### config.mk
export PLATFORM = sky130hd
export DESIGN_NAME = tmva_ctrl
export DESIGN_NICKNAME = d
export VERILOG_FILES = /design/src/sv/tmva_pkg.sv /design/src/sv/tmva_ctrl.sv
export SDC_FILE = /design/constraint.sdc
export NUM_CORES = 1
export LEC_CHECK = 0
export BUFFER_PORTS_ARGS = -buffer_cell sky130_fd_sc_hd__buf_2
export CELL_PAD_IN_SITES_DETAIL_PLACEMENT = 0
export CELL_PAD_IN_SITES_GLOBAL_PLACEMENT = 2
export CORE_MARGIN = 2
export CORE_UTILIZATION = 32
export DETAILED_ROUTE_END_ITERATION = 8
export HOLD_SLACK_MARGIN = 0.03
export PLACE_DENSITY_LB_ADDON = 0.1
export REMOVE_ABC_BUFFERS = 1
export SLEW_MARGIN = 20
export SYNTH_ARGS = -nofsm -noshare
export SYNTH_HDL_FRONTEND = slang
export SYNTH_SLANG_ARGS = --single-unit
### constraint.sdc
create_clock -name clk -period 3.4 [get_ports clk]
set_input_delay 0.34 -clock clk [delete_from_list [all_inputs] [get_ports clk]]
set_output_delay 0.34 -clock clk [all_outputs]
set_load 0.01 [all_outputs]
### src/sv/tmva_pkg.sv
// ----------------------------------------------------------------------------
// tmva_pkg
// Shared types, codes and sizes for the threshold max-value accumulator.
// ----------------------------------------------------------------------------
`timescale 1ns / 1ps
`default_nettype none

package tmva_pkg;

    // Table size and derived widths
    localparam int TABLE_DEPTH = 1024;
    localparam int ADDR_W      = (TABLE_DEPTH > 1) ? $clog2(TABLE_DEPTH) : 1;
    localparam int CNT_W       = $clog2(TABLE_DEPTH + 1);

    // Field widths
    localparam int KEY_W = 20;
    localparam int VAL_W = 20;
    localparam int SUM_W = 48;

    // Action codes
    localparam logic [1:0] ACT_LOAD  = 2'd0;
    localparam logic [1:0] ACT_QUERY = 2'd1;
    localparam logic [1:0] ACT_CLEAR = 2'd2;

    // Input word
    typedef struct packed {
        logic [1:0]       action;
        logic [KEY_W-1:0] key_or_ability;
        logic [VAL_W-1:0] job_value;
    } cmd_t;

    // Result word
    typedef struct packed {
        logic [VAL_W-1:0] best_value;
        logic [SUM_W-1:0] running_total;
    } res_t;

    // One table entry as stored in the RAM
    typedef struct packed {
        logic [KEY_W-1:0] key;
        logic [VAL_W-1:0] value;
    } entry_t;

    localparam int ENTRY_W = $bits(entry_t);

    // RAM write request
    typedef struct packed {
        logic              en;
        logic [ADDR_W-1:0] addr;
        entry_t            data;
    } mem_wr_t;

    // RAM read request
    typedef struct packed {
        logic              en;
        logic [ADDR_W-1:0] addr;
    } mem_rd_t;

    // Sequencer states
    typedef enum logic [1:0] {
        ST_IDLE,
        ST_SCAN,
        ST_DRAIN,
        ST_DONE
    } state_t;

endpackage

`default_nettype wire

### src/sv/tmva_ctrl.sv
// ----------------------------------------------------------------------------
// tmva_ctrl
// Sequencer with one shared compare unit: loads and clears entries, scans the
// table one entry per cycle for a query and keeps the saturating total.
// ----------------------------------------------------------------------------
`timescale 1ns / 1ps
`default_nettype none

module tmva_ctrl (
    input  wire logic                    clk,
    input  wire logic                    rst_n,
    input  wire logic                    cmd_valid,
    input  wire tmva_pkg::cmd_t          cmd,
    output logic                         busy,
    output tmva_pkg::mem_wr_t            mem_wr,
    output tmva_pkg::mem_rd_t            mem_rd,
    input  wire tmva_pkg::entry_t        rd_entry,
    output logic                         done_valid,
    output tmva_pkg::res_t               done_word,
    input  wire logic                    done_take
);

    tmva_pkg::state_t                   state_reg, state_next;
    logic [tmva_pkg::CNT_W-1:0]         count_reg, count_next;
    logic [tmva_pkg::ADDR_W-1:0]        idx_reg, idx_next;
    logic                               pend_reg, pend_next;
    logic [tmva_pkg::KEY_W-1:0]         ability_reg, ability_next;
    logic [tmva_pkg::VAL_W-1:0]         best_reg, best_next;
    logic [tmva_pkg::SUM_W-1:0]         sum_reg, sum_next;

    logic                               accept;
    logic                               table_full;
    logic                               last_idx;
    logic                               hit;
    logic [tmva_pkg::SUM_W:0]           sum_add;
    logic [tmva_pkg::SUM_W-1:0]         sum_sat;

    assign accept     = cmd_valid && (state_reg == tmva_pkg::ST_IDLE);
    assign table_full = (count_reg >= tmva_pkg::CNT_W'(tmva_pkg::TABLE_DEPTH));
    assign last_idx   = (tmva_pkg::CNT_W'(idx_reg) == (count_reg - tmva_pkg::CNT_W'(1)));

    // Shared compare unit: entry qualifies and beats the best so far
    assign hit = (rd_entry.key <= ability_reg) && (rd_entry.value > best_reg);

    // Saturating accumulate of the final answer
    assign sum_add = {1'b0, sum_reg} + (tmva_pkg::SUM_W+1)'(best_reg);
    assign sum_sat = sum_add[tmva_pkg::SUM_W] ? {tmva_pkg::SUM_W{1'b1}}
                                               : sum_add[tmva_pkg::SUM_W-1:0];

    // Next state
    always_comb
    begin
        state_next = state_reg;
        case (state_reg)
            tmva_pkg::ST_IDLE:
            begin
                if (accept && (cmd.action == tmva_pkg::ACT_QUERY))
                begin
                    state_next = (count_reg == '0) ? tmva_pkg::ST_DONE
                                                   : tmva_pkg::ST_SCAN;
                end
            end
            tmva_pkg::ST_SCAN:
            begin
                if (last_idx)
                begin
                    state_next = tmva_pkg::ST_DRAIN;
                end
            end
            tmva_pkg::ST_DRAIN:
            begin
                state_next = tmva_pkg::ST_DONE;
            end
            tmva_pkg::ST_DONE:
            begin
                if (done_take)
                begin
                    state_next = tmva_pkg::ST_IDLE;
                end
            end
            default:
            begin
                state_next = tmva_pkg::ST_IDLE;
            end
        endcase
    end

    // Outputs
    always_comb
    begin
        busy          = (state_reg != tmva_pkg::ST_IDLE);
        mem_wr.en     = accept && (cmd.action == tmva_pkg::ACT_LOAD) && !table_full;
        mem_wr.addr   = count_reg[tmva_pkg::ADDR_W-1:0];
        mem_wr.data.key   = cmd.key_or_ability;
        mem_wr.data.value = cmd.job_value;
        mem_rd.en     = (state_reg == tmva_pkg::ST_SCAN);
        mem_rd.addr   = idx_reg;
        done_valid    = (state_reg == tmva_pkg::ST_DONE);
        done_word.best_value    = best_reg;
        done_word.running_total = sum_sat;
    end

    // Datapath next values
    always_comb
    begin
        count_next   = count_reg;
        idx_next     = idx_reg;
        pend_next    = (state_reg == tmva_pkg::ST_SCAN);
        ability_next = ability_reg;
        best_next    = best_reg;
        sum_next     = sum_reg;

        if (accept)
        begin
            case (cmd.action)
                tmva_pkg::ACT_LOAD:
                begin
                    if (!table_full)
                    begin
                        count_next = count_reg + tmva_pkg::CNT_W'(1);
                    end
                end
                tmva_pkg::ACT_QUERY:
                begin
                    ability_next = cmd.key_or_ability;
                    best_next    = '0;
                    idx_next     = '0;
                end
                tmva_pkg::ACT_CLEAR:
                begin
                    count_next = '0;
                    sum_next   = '0;
                end
                default:
                begin
                    count_next = count_reg;
                end
            endcase
        end

        // Step the read address
        if (state_reg == tmva_pkg::ST_SCAN)
        begin
            idx_next = idx_reg + tmva_pkg::ADDR_W'(1);
        end

        // Compare the entry read last cycle
        if (pend_reg && hit)
        begin
            best_next = rd_entry.value;
        end

        // Commit the total when the result leaves
        if ((state_reg == tmva_pkg::ST_DONE) && done_take)
        begin
            sum_next = sum_sat;
        end
    end

    // Control registers
    always_ff @(posedge clk or negedge rst_n)
    begin
        if (!rst_n)
        begin
            state_reg <= tmva_pkg::ST_IDLE;
            count_reg <= '0;
            idx_reg   <= '0;
            pend_reg  <= 1'b0;
            sum_reg   <= '0;
        end
        else
        begin
            state_reg <= state_next;
            count_reg <= count_next;
            idx_reg   <= idx_next;
            pend_reg  <= pend_next;
            sum_reg   <= sum_next;
        end
    end

    // Payload registers
    always_ff @(posedge clk)
    begin
        ability_reg <= ability_next;
        best_reg    <= best_next;
    end

endmodule

`default_nettype wire
==> results of run 1 <==
==> per-layer routing <==
metal	vias up	GRT usage, %	routed length (um)
met5	-	0.174	21
met4	4	3.33	253
met3	22	4.67	1480
met2	209	30.3	12200
met1	3489	24.7	12000
li1	3651	-	-
==> cell usage after synthesis (all sizes together), types with 22 or more instances <==
cell type / count
buf: 67
xnor2: 34
clkbuf: 22
dfrtp: 72
a21oi: 44
nand3: 38
inv: 61
nand2: 103
and2: 25
xor2: 24
nor2: 55
a21o: 25
o21ai: 38
nor3: 28
edfxtp: 40
ha: 68
==> power breakdown <==
group	switching, mW	internal, mW	leakage, nW
clock network	0.559	0.580	0.147
logic	2.25	1.83	3.68
registers	0.340	1.69	1.33
total	3.14	4.10	5.15
==> repair_timing <==
item / CTS / global route
pin swaps: 21 / 30
setup buffers: 21 / 18
setup endpoints to repair: 47 / 44
resized for setup: 38 / 54
==> worst min-delay path by stage <==
stage                           start        endpoint  slack (ns)
final                           rst_n      sum_reg[5]        0.09
after detailed placement   sum_reg[9]      sum_reg[9]        0.50
after global routing          cmd[29]  ability_reg[9]        0.14
after global placement    sum_reg[18]     sum_reg[18]        0.49
after CTS                       rst_n      sum_reg[5]        0.13
after floorplan                 rst_n    count_reg[0]        0.04
==> stage by stage <==
step	instance area (um^2)	cells	total power, mW
2_1_floorplan	7800	848	4.23
3_3_place_gp	9430	1400	5.63
3_5_place_dp	9430	1400	5.60
4_1_cts	10100	1437	7.06
5_1_grt	10500	1454	7.82
6_report	10500	1454	7.24
==> area by class of cell <==
cell class / count / area, um^2 / area share [%]
Multi-Input combinational cell: 675 / 5030 / 47.9
Sequential cell: 112 / 3000 / 28.6
Timing Repair Buffer: 255 / 1530 / 14.6
Tap cell: 335 / 419 / 3.99
Clock buffer: 10 / 229 / 2.18
Inverter: 61 / 229 / 2.18
Clock inverter: 6 / 70.1 / 0.666
==> kinds of logic (layout without fill, tap and decap cells) <==
family	Yosys count	count (layout)	synth area share, %
and+or+nand+nor	343	343	21.1
buffers and inverters	150	332	9.55
xor gates and xnor gates	58	58	6.07
adders and majority gates	69	69	10.4
AOI/OAI and AO/OA	199	199	16.3
muxes	6	6	0.732
DFF	112	112	35.9
==> metrics.csv, run 1 <==
stage,metric,value,unit
sta,timing.setup.tns,0,ns
worst_setup_path,crit_path_cell_trace,ha_4 > nand2_2 > o211ai_1 > a41oi_2 > or3_4 > or2_4 > buf_6 > nor3_4 > xnor2_1 > nand2_1 > buf_2,
grt,grt_pass1_vias,7317,
clock_network,hold_buffers,0,
outcome,outcome,"complete, no violations",
worst_setup_path,cp-start-kind,flip-flop,
floorplan,die_area,27500,um^2
synth,synthDominantCellAreaShare,21.5,%
detailed_routing,vias_per_cell,5.07,
layout,syn_to_final_growth,25.6,%
detailed_routing,drt_iter0_drc,358,
layout,drive_gt1_share,30.8,%
worst_setup_path,crit_family,simple AND/OR/NAND/NOR gates,
detailed_routing,wl_per_cell,17.9,um
sta,slew_violations,0,
synth,ys_top_cells_by_area,"dfrtp_1, edfxtp_1, ha_1",
sta,final.period_utilization,99.6,%
sta,slew_headroom,39.3,%
sta,worst_clock_skew,0.0134,ns
layout,diodes,0,
worst_setup_path,crit_fanout,7,
clock_network,numCtsBuffers,9,
detailed_routing,drt_wl_total,26000,um
clock_network,clkLatencyLatePin,0.36,ns
clock_network,cts-root-buf,clkbuf_16,
worst_setup_path,cp-startpoint,best_reg[14],
worst_setup_path,cp-end-kind,output port,
flow_run,cap_violations,0,
worst_setup_path,endpoint,done_word[44],
grt,grtUsageTotal,18.4,%
clock_network,cts_tree,yes,
sta,setup_viol,0,
detailed_routing,first_pass_iters,4,
worst_setup_path,cp_slowest_cell,edfxtp_1,
synth,synth_flop_cell,dfrtp_1,
placed_design,post-place-ws,0.0941,ns
clock_network,cts_max_path_buffers,2,
grt,grt_first_pass_wirelength,40300,um
synth,syn_area,8370,um^2
synth,syn_inst,937,
worst_setup_path,cp.buffers_inverters,2,
worst_setup_path,r2r_end,best_reg[17],
grt,grt.overflow.total,0,
floorplan,row_count,59,
floorplan,die_w,166,um
pwr,vdd_ir_drop_max,0.283,mV
sta,hold_viol_final,0,
placed_design,io_buffer_count,177,
layout,largest_reg_flops,48,
synth,yosysTopAreaCell,dfrtp_1,
sta,grt_setup_unrepaired,yes,
worst_setup_path,reg2regPathDepth,10,
grt,antenna_found_initial,4,
clock_network,cts.clk_slew.worst_paths,0.09,ns
layout,final_common_cell,buf_2,
layout,layout_common_cells,"buf_2, nand2_1, dfrtp_1, buf_4, inv_1",
layout,utilization,40.6,%
floorplan,coreArea,25900,um^2
synth,synth_area_per_cell,8.94,um^2
detailed_routing,drc,0,
sta,period_needed,3.39,ns
worst_setup_path,ff2ff_setup_slack,0.41,ns
synth,synth-seq-cells,112,
grt,grt_max_degree,61,
floorplan,pin_count,218,
layout,nFillCells,2685,
sta,max_freq,295,MHz
synth,seq_area_frac_synth,35.9,%
synth,synth_warnings,0,
synth,synth_async_sr_flop_share,64.3,%
worst_setup_path,reg2reg_from,best_reg[5],
worst_setup_path,cp.depth,11,
floorplan,die_h,166,um
floorplan,start_util,32.3,%
placed_design,place_hpwl,19300,um
worst_setup_path,cp.required,3.06,ns
detailed_routing,drt.antenna.violating_nets,0,
sta,worstMarginPinSlew,0.911,ns
pwr,p_per_area,689,nW/um^2
synth,synth_edf_count,40,
worst_setup_path,path_class,reg2out,
min_path,hp-class,in2async,
clock_network,htree_levels,3,
sta,whs,0.0946,ns
worst_setup_path,worst_ep_arrival_time,3.05,ns
worst_setup_path,max_stage_delay,0.45,ns
layout,nets,1269,
pwr,p_leak,5.15,nW
sta,setup_ws,0.0147,ns
clock_network,cts_sinks,112,
synth,ys_types,70,
detailed_routing,via_count,7375,
placed_design,gp_congestion,0.763,
Power figures use the tool's default switching activity.
==> run 2, diff against run 1 <==
- CORE_ASPECT_RATIO: default -> 0.8
==> run 2 against run 1 <==
  * Non-clock buffer count fell by 7
  * Largest power group unchanged
  * Via count fell by 1.1%
  * Utilization increased by 0.40 points
==> metrics.csv, run 2 (synthesis gave the netlist of run 1 again) <==
stage,metric,value,unit,change
sta,grt_setup_unrepaired,yes,,
layout,stdcell_count,1465,,+0.76%
layout,largest_reg_flops,48,,unchanged
worst_setup_path,max_stage_delay,0.45,ns,about the same
worst_setup_path,worst_ep_arrival_time,3.01,ns,-0.04 ns
floorplan,start_util,32.8,%,+0.52 points
clock_network,cts_max_path_buffers,2,,unchanged
flow_run,cap_violations,0,,unchanged
outcome,outcome,"complete, no violations",,
layout,nFillCells,2641,,-1.6%
layout,nets,1262,,-0.55%
clock_network,cts_tree,yes,,
grt,grtUsageTotal,19.1,%,+0.71 points
grt,grt_first_pass_wirelength,40700,um,+1.1%
clock_network,clkLatencyLatePin,0.37,ns,about the same
pwr,p_per_area,683,nW/um^2,-0.82%
sta,hold_viol_final,0,,unchanged
detailed_routing,drt_wl_total,25900,um,-0.29%
grt,antenna_found_initial,2,,-2
sta,slew_headroom,39.0,%,-0.32 points
placed_design,dp.cells,1419,,+1.4%
sta,worst_clock_skew,0.00697,ns,-0.00639 ns
sta,slew_violations,0,,unchanged
grt,grt_pass1_vias,7228,,-1.2%
floorplan,die_area,27500,um^2,about the same
clock_network,htree_levels,3,,unchanged
sta,max_freq,298,MHz,+0.94%
grt,grt_max_degree,61,,unchanged
pwr,power.switching,3.14,mW,-0.19%
grt,grt.overflow.total,0,,unchanged
worst_setup_path,path_class,reg2out,,
worst_setup_path,crit_path_cell_trace,ha_4 > nand4_1 > o211ai_1 > a41oi_2 > or3_4 > or2_4 > buf_6 > nor3_4 > xnor2_1 > nand2_1 > buf_2,,
detailed_routing,wl_per_cell,17.7,um,-1.0%
floorplan,coreArea,25500,um^2,-1.6%
sta,worstMarginPinSlew,0.916,ns,+0.00475 ns
clock_network,numCtsBuffers,9,,unchanged
worst_setup_path,cp.required,3.06,ns,about the same
pwr,power_frac_comb,56.6,%,+0.3 points
pwr,p_leak,5.08,nW,-1.4%
placed_design,placed_area,9460,um^2,+0.32%
detailed_routing,vias_per_cell,4.98,,-1.8%
layout,utilization,41.0,%,+0.40 points
floorplan,die_w,185,um,+12%
detailed_routing,via_count,7296,,-1.1%
detailed_routing,drt.antenna.violating_nets,0,,unchanged
layout,syn_to_final_growth,24.8,%,
pwr,p_clk_share,14.7,%,-1.0 points
worst_setup_path,crit_fanout,7,,unchanged
worst_setup_path,cp-start-kind,flip-flop,,
pwr,p_total,7.14,mW,-1.4%
pwr,seq_power_share,28.7,%,+0.7 points
pwr,vdd_ir_drop_max,0.338,mV,+19%
floorplan,die_h,149,um,-10%
sta,final.period_utilization,98.6,%,-0.92 points
pwr,p_int,4.00,mW,-2.4%
worst_setup_path,cp-startpoint,best_reg[15],,
sta,period_needed,3.35,ns,-0.0314 ns
clock_network,cts-root-buf,clkbuf_16,,
clock_network,cts.clk_slew.worst_paths,0.08,ns,about the same
min_path,hp-class,in2async,,
pwr,switching_share,44.0,%,+0.54 points
worst_setup_path,crit_family,simple AND/OR/NAND/NOR gates,,
detailed_routing,drt_iter0_drc,419,,+17%
layout,drive_gt1_share,30.3,%,-0.53 points
placed_design,io_buffer_count,177,,unchanged
layout,final_common_cell,buf_2,,
worst_setup_path,cp_slowest_cell,edfxtp_1,,
worst_setup_path,cp-end-kind,output port,,
layout,final_cell_area,10500,um^2,-0.60%
layout,layout_common_cells,"buf_2, nand2_1, dfrtp_1, buf_4, inv_1",,
clock_network,hold_buffers,0,,unchanged
floorplan,pin_count,218,,unchanged
placed_design,gp_congestion,0.805,,+5.5%
sta,whs,0.0771,ns,-0.0175 ns
worst_setup_path,cp.buffers_inverters,2,,unchanged
placed_design,place_hpwl,19700,um,+1.7%
sta,setup_viol,0,,unchanged
worst_setup_path,reg2reg_from,best_reg[1],,
floorplan,row_count,52,,-12%
clock_network,cts_sinks,112,,unchanged
detailed_routing,drc,0,,unchanged
detailed_routing,first_pass_iters,4,,unchanged
==> run 2: cell types whose count changed in the layout (fill, tap and decap cells not counted), moves of 2 or more <==
cell      change
buf_4         -6
ha_4          +5
ha_1          -4
nand3_2       +3
a21oi_1       +2
a21oi_2       -2
clkbuf_1      +2
clkinv_4      -2
diode_2       +2
nand3_4       -2
nor2_2        -2
xor2_1        +2
xor2_2        -2
==> run 2: worst register-to-register path, stage by stage (launching register included) <==
cell and delay, ns:
edfxtp_1 0.44, buf_4 0.17, inv_1 0.05, ha_1 0.23
nor2b_1 0.14, o21a_1 0.17, o21ai_0 0.19, nand2b_1 0.12
a221o_1 0.39, a21oi_1 0.22, nor3_1 0.09, or2_2 0.52
==> run 2: timing repair <==
item / 4_1_cts / 5_1_grt
setup endpoints to repair: 47 / 35
pin swaps: 19 / 22
setup buffers: 16 / 12
resized for setup: 40 / 51
==> run 2: per-layer routing <==
metal	GRT usage, %	wire length, um	up-vias
met1	27.9	13100	3446
met2	28.3	11000	188
met3	5.24	1560	13
met5	0	0	-
met4	3.45	238	0
li1	-	-	3649
==> run 2: area by class of cell <==
type                       instances  area [um^2]  area share, %
antenna                            2         5.00         0.0479
clock buffer                      12          236           2.26
clock inverter                     4         30.0          0.287
inverter                          61          231           2.21
multi-input combinational        675         5030           48.1
sequential                       112         3000           28.7
tap                              351          439           4.20
timing repair buffer             248         1480           14.1
==> run 2: stage by stage <==
stage / setup slack, ns / TNS [ns]
CTS: -0.0158 / -0.0267
floorplan: -0.141 / -1.83
finish: 0.0461 / 0
global route: -0.111 / -0.890
detailed placement: 0.121 / 0
global placement: 0.146 / 0
==> run 2: final timing paths <==
path	end	slack [ns]	depth (start not counted)
min reg2reg	sum_reg[18]	0.51	2
min in group clk	ability_reg[5]	0.15	1
max reg2reg	best_reg[5]	0.35	11
max in group asynchronous	sum_reg[43]	2.52	2
min	sum_reg[7]	0.08	1
max	done_word[44]	0.05	11
==> run 2: power groups by stage <==
stage               clock network, mW  logic, mW  registers, mW
floorplan                           0       2.25           1.98
global placement                    0       3.62           2.04
detailed placement                  0       3.60           2.03
CTS                              1.09       3.86           2.04
global route                     1.14       4.49           2.10
finish                           1.05       4.05           2.05
==> run 3, diff against run 2 <==
- CORE_MARGIN: 2 -> default
- SLEW_MARGIN: 20 -> 10
==> run 3 against run 2 <==
  * Worst setup slack lost 0.036 ns
  * Sequential power about the same
  * Critical path type unchanged
  * Clock skew increased by 0.0049 ns
  * Power is 1.7% higher
  * Final cell count is 0.48% lower
  * Routed wire length is 1.6% higher
  * Largest cell class unchanged
  * Critical endpoint is now done_word[1]
  * Fmax fell by 1.1%
==> metrics.csv, run 3 (synthesis gave the netlist of run 1 again) <==
stage,metric,value,unit,change
sta,slew_violations,0,,unchanged
detailed_routing,first_pass_iters,4,,unchanged
grt,grt_first_pass_wirelength,41000,um,+0.66%
clock_network,cts_max_path_buffers,2,,unchanged
grt,antenna_found_initial,1,,-1
sta,setup_ws,0.00998,ns,-0.0361 ns
min_path,hp-class,in2reg,,
flow_run,cap_violations,0,,unchanged
layout,largest_reg_flops,48,,unchanged
detailed_routing,drt_wl_total,26300,um,+1.6%
floorplan,start_util,32.8,%,unchanged
detailed_routing,drt.antenna.violating_nets,0,,unchanged
worst_setup_path,cp_slowest_cell,edfxtp_1,,
floorplan,pin_count,218,,unchanged
clock_network,clkLatencyLatePin,0.37,ns,about the same
worst_setup_path,crit_family,simple AND/OR/NAND/NOR gates,,
clock_network,cts-root-buf,clkbuf_16,,
sta,final.period_utilization,99.7,%,+1.1 points
clock_network,htree_levels,3,,unchanged
layout,final_cell_area,10400,um^2,-0.31%
sta,setup_viol,0,,unchanged
pwr,p_per_area,697,nW/um^2,+2.0%
placed_design,post-place-ws,0.119,ns,-0.00205 ns
clock_network,cts_tree,yes,,
worst_setup_path,cp.required,3.06,ns,about the same
worst_setup_path,crit_fanout,18,,+11
sta,timing.setup.tns,0,ns,unchanged
pwr,p_total,7.26,mW,+1.7%
layout,syn_to_final_growth,24.4,%,
layout,nFillCells,2649,,+0.30%
min_path,hp-start,cmd[20],,
floorplan,coreArea,25500,um^2,unchanged
clock_network,cts.clk_slew.worst_paths,0.08,ns,about the same
sta,slew_headroom,58.0,%,+19 points
clock_network,numCtsBuffers,9,,unchanged
worst_setup_path,cp-start-kind,flip-flop,,
worst_setup_path,worst_ep_arrival_time,3.05,ns,+0.04 ns
placed_design,gp_congestion,0.793,,-1.4%
detailed_routing,vias_per_cell,5.01,,+0.58%
sta,worst_clock_skew,0.0119,ns,+0.00492 ns
floorplan,die_area,26800,um^2,-2.4%
outcome,outcome,"complete, no violations",,
worst_setup_path,reg2reg_from,best_reg[5],,
floorplan,die_h,147,um,-1.3%
placed_design,io_buffer_count,177,,unchanged
worst_setup_path,path_class,reg2out,,
detailed_routing,drt_iter0_drc,359,,-14%
sta,max_freq,295,MHz,-1.1%
placed_design,dp.cells,1420,,+0.070%
sta,period_needed,3.39,ns,+0.0361 ns
sta,grt_setup_unrepaired,yes,,
pwr,p_leak,5.07,nW,-0.18%
sta,hold_viol_final,0,,unchanged
detailed_routing,drc,0,,unchanged
worst_setup_path,cp-startpoint,best_reg[13],,
grt,grt.overflow.total,0,,unchanged
placed_design,place_hpwl,19800,um,+0.95%
sta,whs,0.158,ns,+0.0807 ns
grt,grtUsageTotal,19.8,%,+0.66 points
layout,drive_gt1_share,30.3,%,about the same
layout,layout_common_cells,"buf_2, nand2_1, dfrtp_1, inv_1",,
layout,nets,1256,,-0.48%
sta,worstMarginPinSlew,0.628,ns,-0.287 ns
pwr,vdd_ir_drop_max,0.339,mV,+0.55%
placed_design,placed_area,9480,um^2,+0.21%
worst_setup_path,ff2ff_setup_slack,0.37,ns,+0.02 ns
worst_setup_path,max_stage_delay,0.47,ns,+0.02 ns
floorplan,row_count,52,,unchanged
layout,stdcell_count,1458,,-0.48%
worst_setup_path,crit_path_cell_trace,ha_4 > a21oi_2 > o211ai_1 > a41oi_2 > or3_4 > buf_12 > or3_4 > buf_12 > nand2b_1 > buf_2,,
layout,utilization,40.9,%,-0.13 points
detailed_routing,wl_per_cell,18.1,um,+2.1%
worst_setup_path,cp-end-kind,output port,,
layout,final_common_cell,buf_2,,
grt,grt_max_degree,37,,-39%
floorplan,die_w,183,um,-1.1%
detailed_routing,via_count,7303,,+0.096%
worst_setup_path,cp.buffers_inverters,3,,+1
grt,grt_pass1_vias,7150,,-1.1%
clock_network,cts_sinks,112,,unchanged
[run 3: cell types whose count changed in the layout (fill, tap and decap cells not counted), sizes merged]
cell	previous run	this run
diode	2	1
clkinvlp	2	1
inv	62	63
buf	248	241
dlygate4sd3	0	1
[run 3: worst paths after layout]
check / cells after the start / to
setup / recovery: 10 / done_word[1]
hold / removal: 1 / ability_reg[0]
setup reg to reg: 10 / best_reg[8]
hold reg to reg: 1 / sum_reg[10]
max in group asynchronous: 3 / count_reg[6]
min in group asynchronous: 2 / sum_reg[7]
[run 3: timing repair]
action	CTS	global route
setup buffers	11	8
pin swaps	17	19
resized for setup	41	47
endpoints found under the hold margin	34	0
hold buffers	1	0
setup endpoints to repair	47	47
gates cloned	1	0
[run 3: routing by layer]
metal / vias up / wire (um) / track usage, %
met2: 166 / 11500 / 29.8
met3: 14 / 1520 / 5.26
met4: 2 / 178 / 3.38
li1: 3631 / - / -
met5: - / 10 / 0
met1: 3490 / 13100 / 28.5
[run 3: layout make-up]
type,instances,area [um^2],area share (%)
Clock buffer,12,256,2.46
Inverter,61,229,2.20
Clock inverter,4,36.3,0.348
Tap cell,351,439,4.21
Timing Repair Buffer,242,1520,14.6
Multi-Input combinational cell,675,4930,47.3
Antenna cell,1,2.50,0.0240
Sequential cell,112,3000,28.8
[run 3: worst reg2reg max path, cell delays in order (launching register included)]
cell	delay, ns
edfxtp_1	0.44
inv_1	0.08
ha_1	0.23
a21o_1	0.16
a21o_1	0.17
a21o_1	0.17
a21o_1	0.17
a221o_1	0.41
a21oi_1	0.24
nor3_1	0.10
or2_2	0.52
[run 3: power breakdown]
group          leakage [nW]  internal, mW  total, mW  switching [mW]
logic                  3.60          1.87       4.12            2.26
registers              1.33          1.69       2.02           0.334
clock network         0.141         0.550       1.12           0.567
total                  5.07          4.10       7.26            3.16
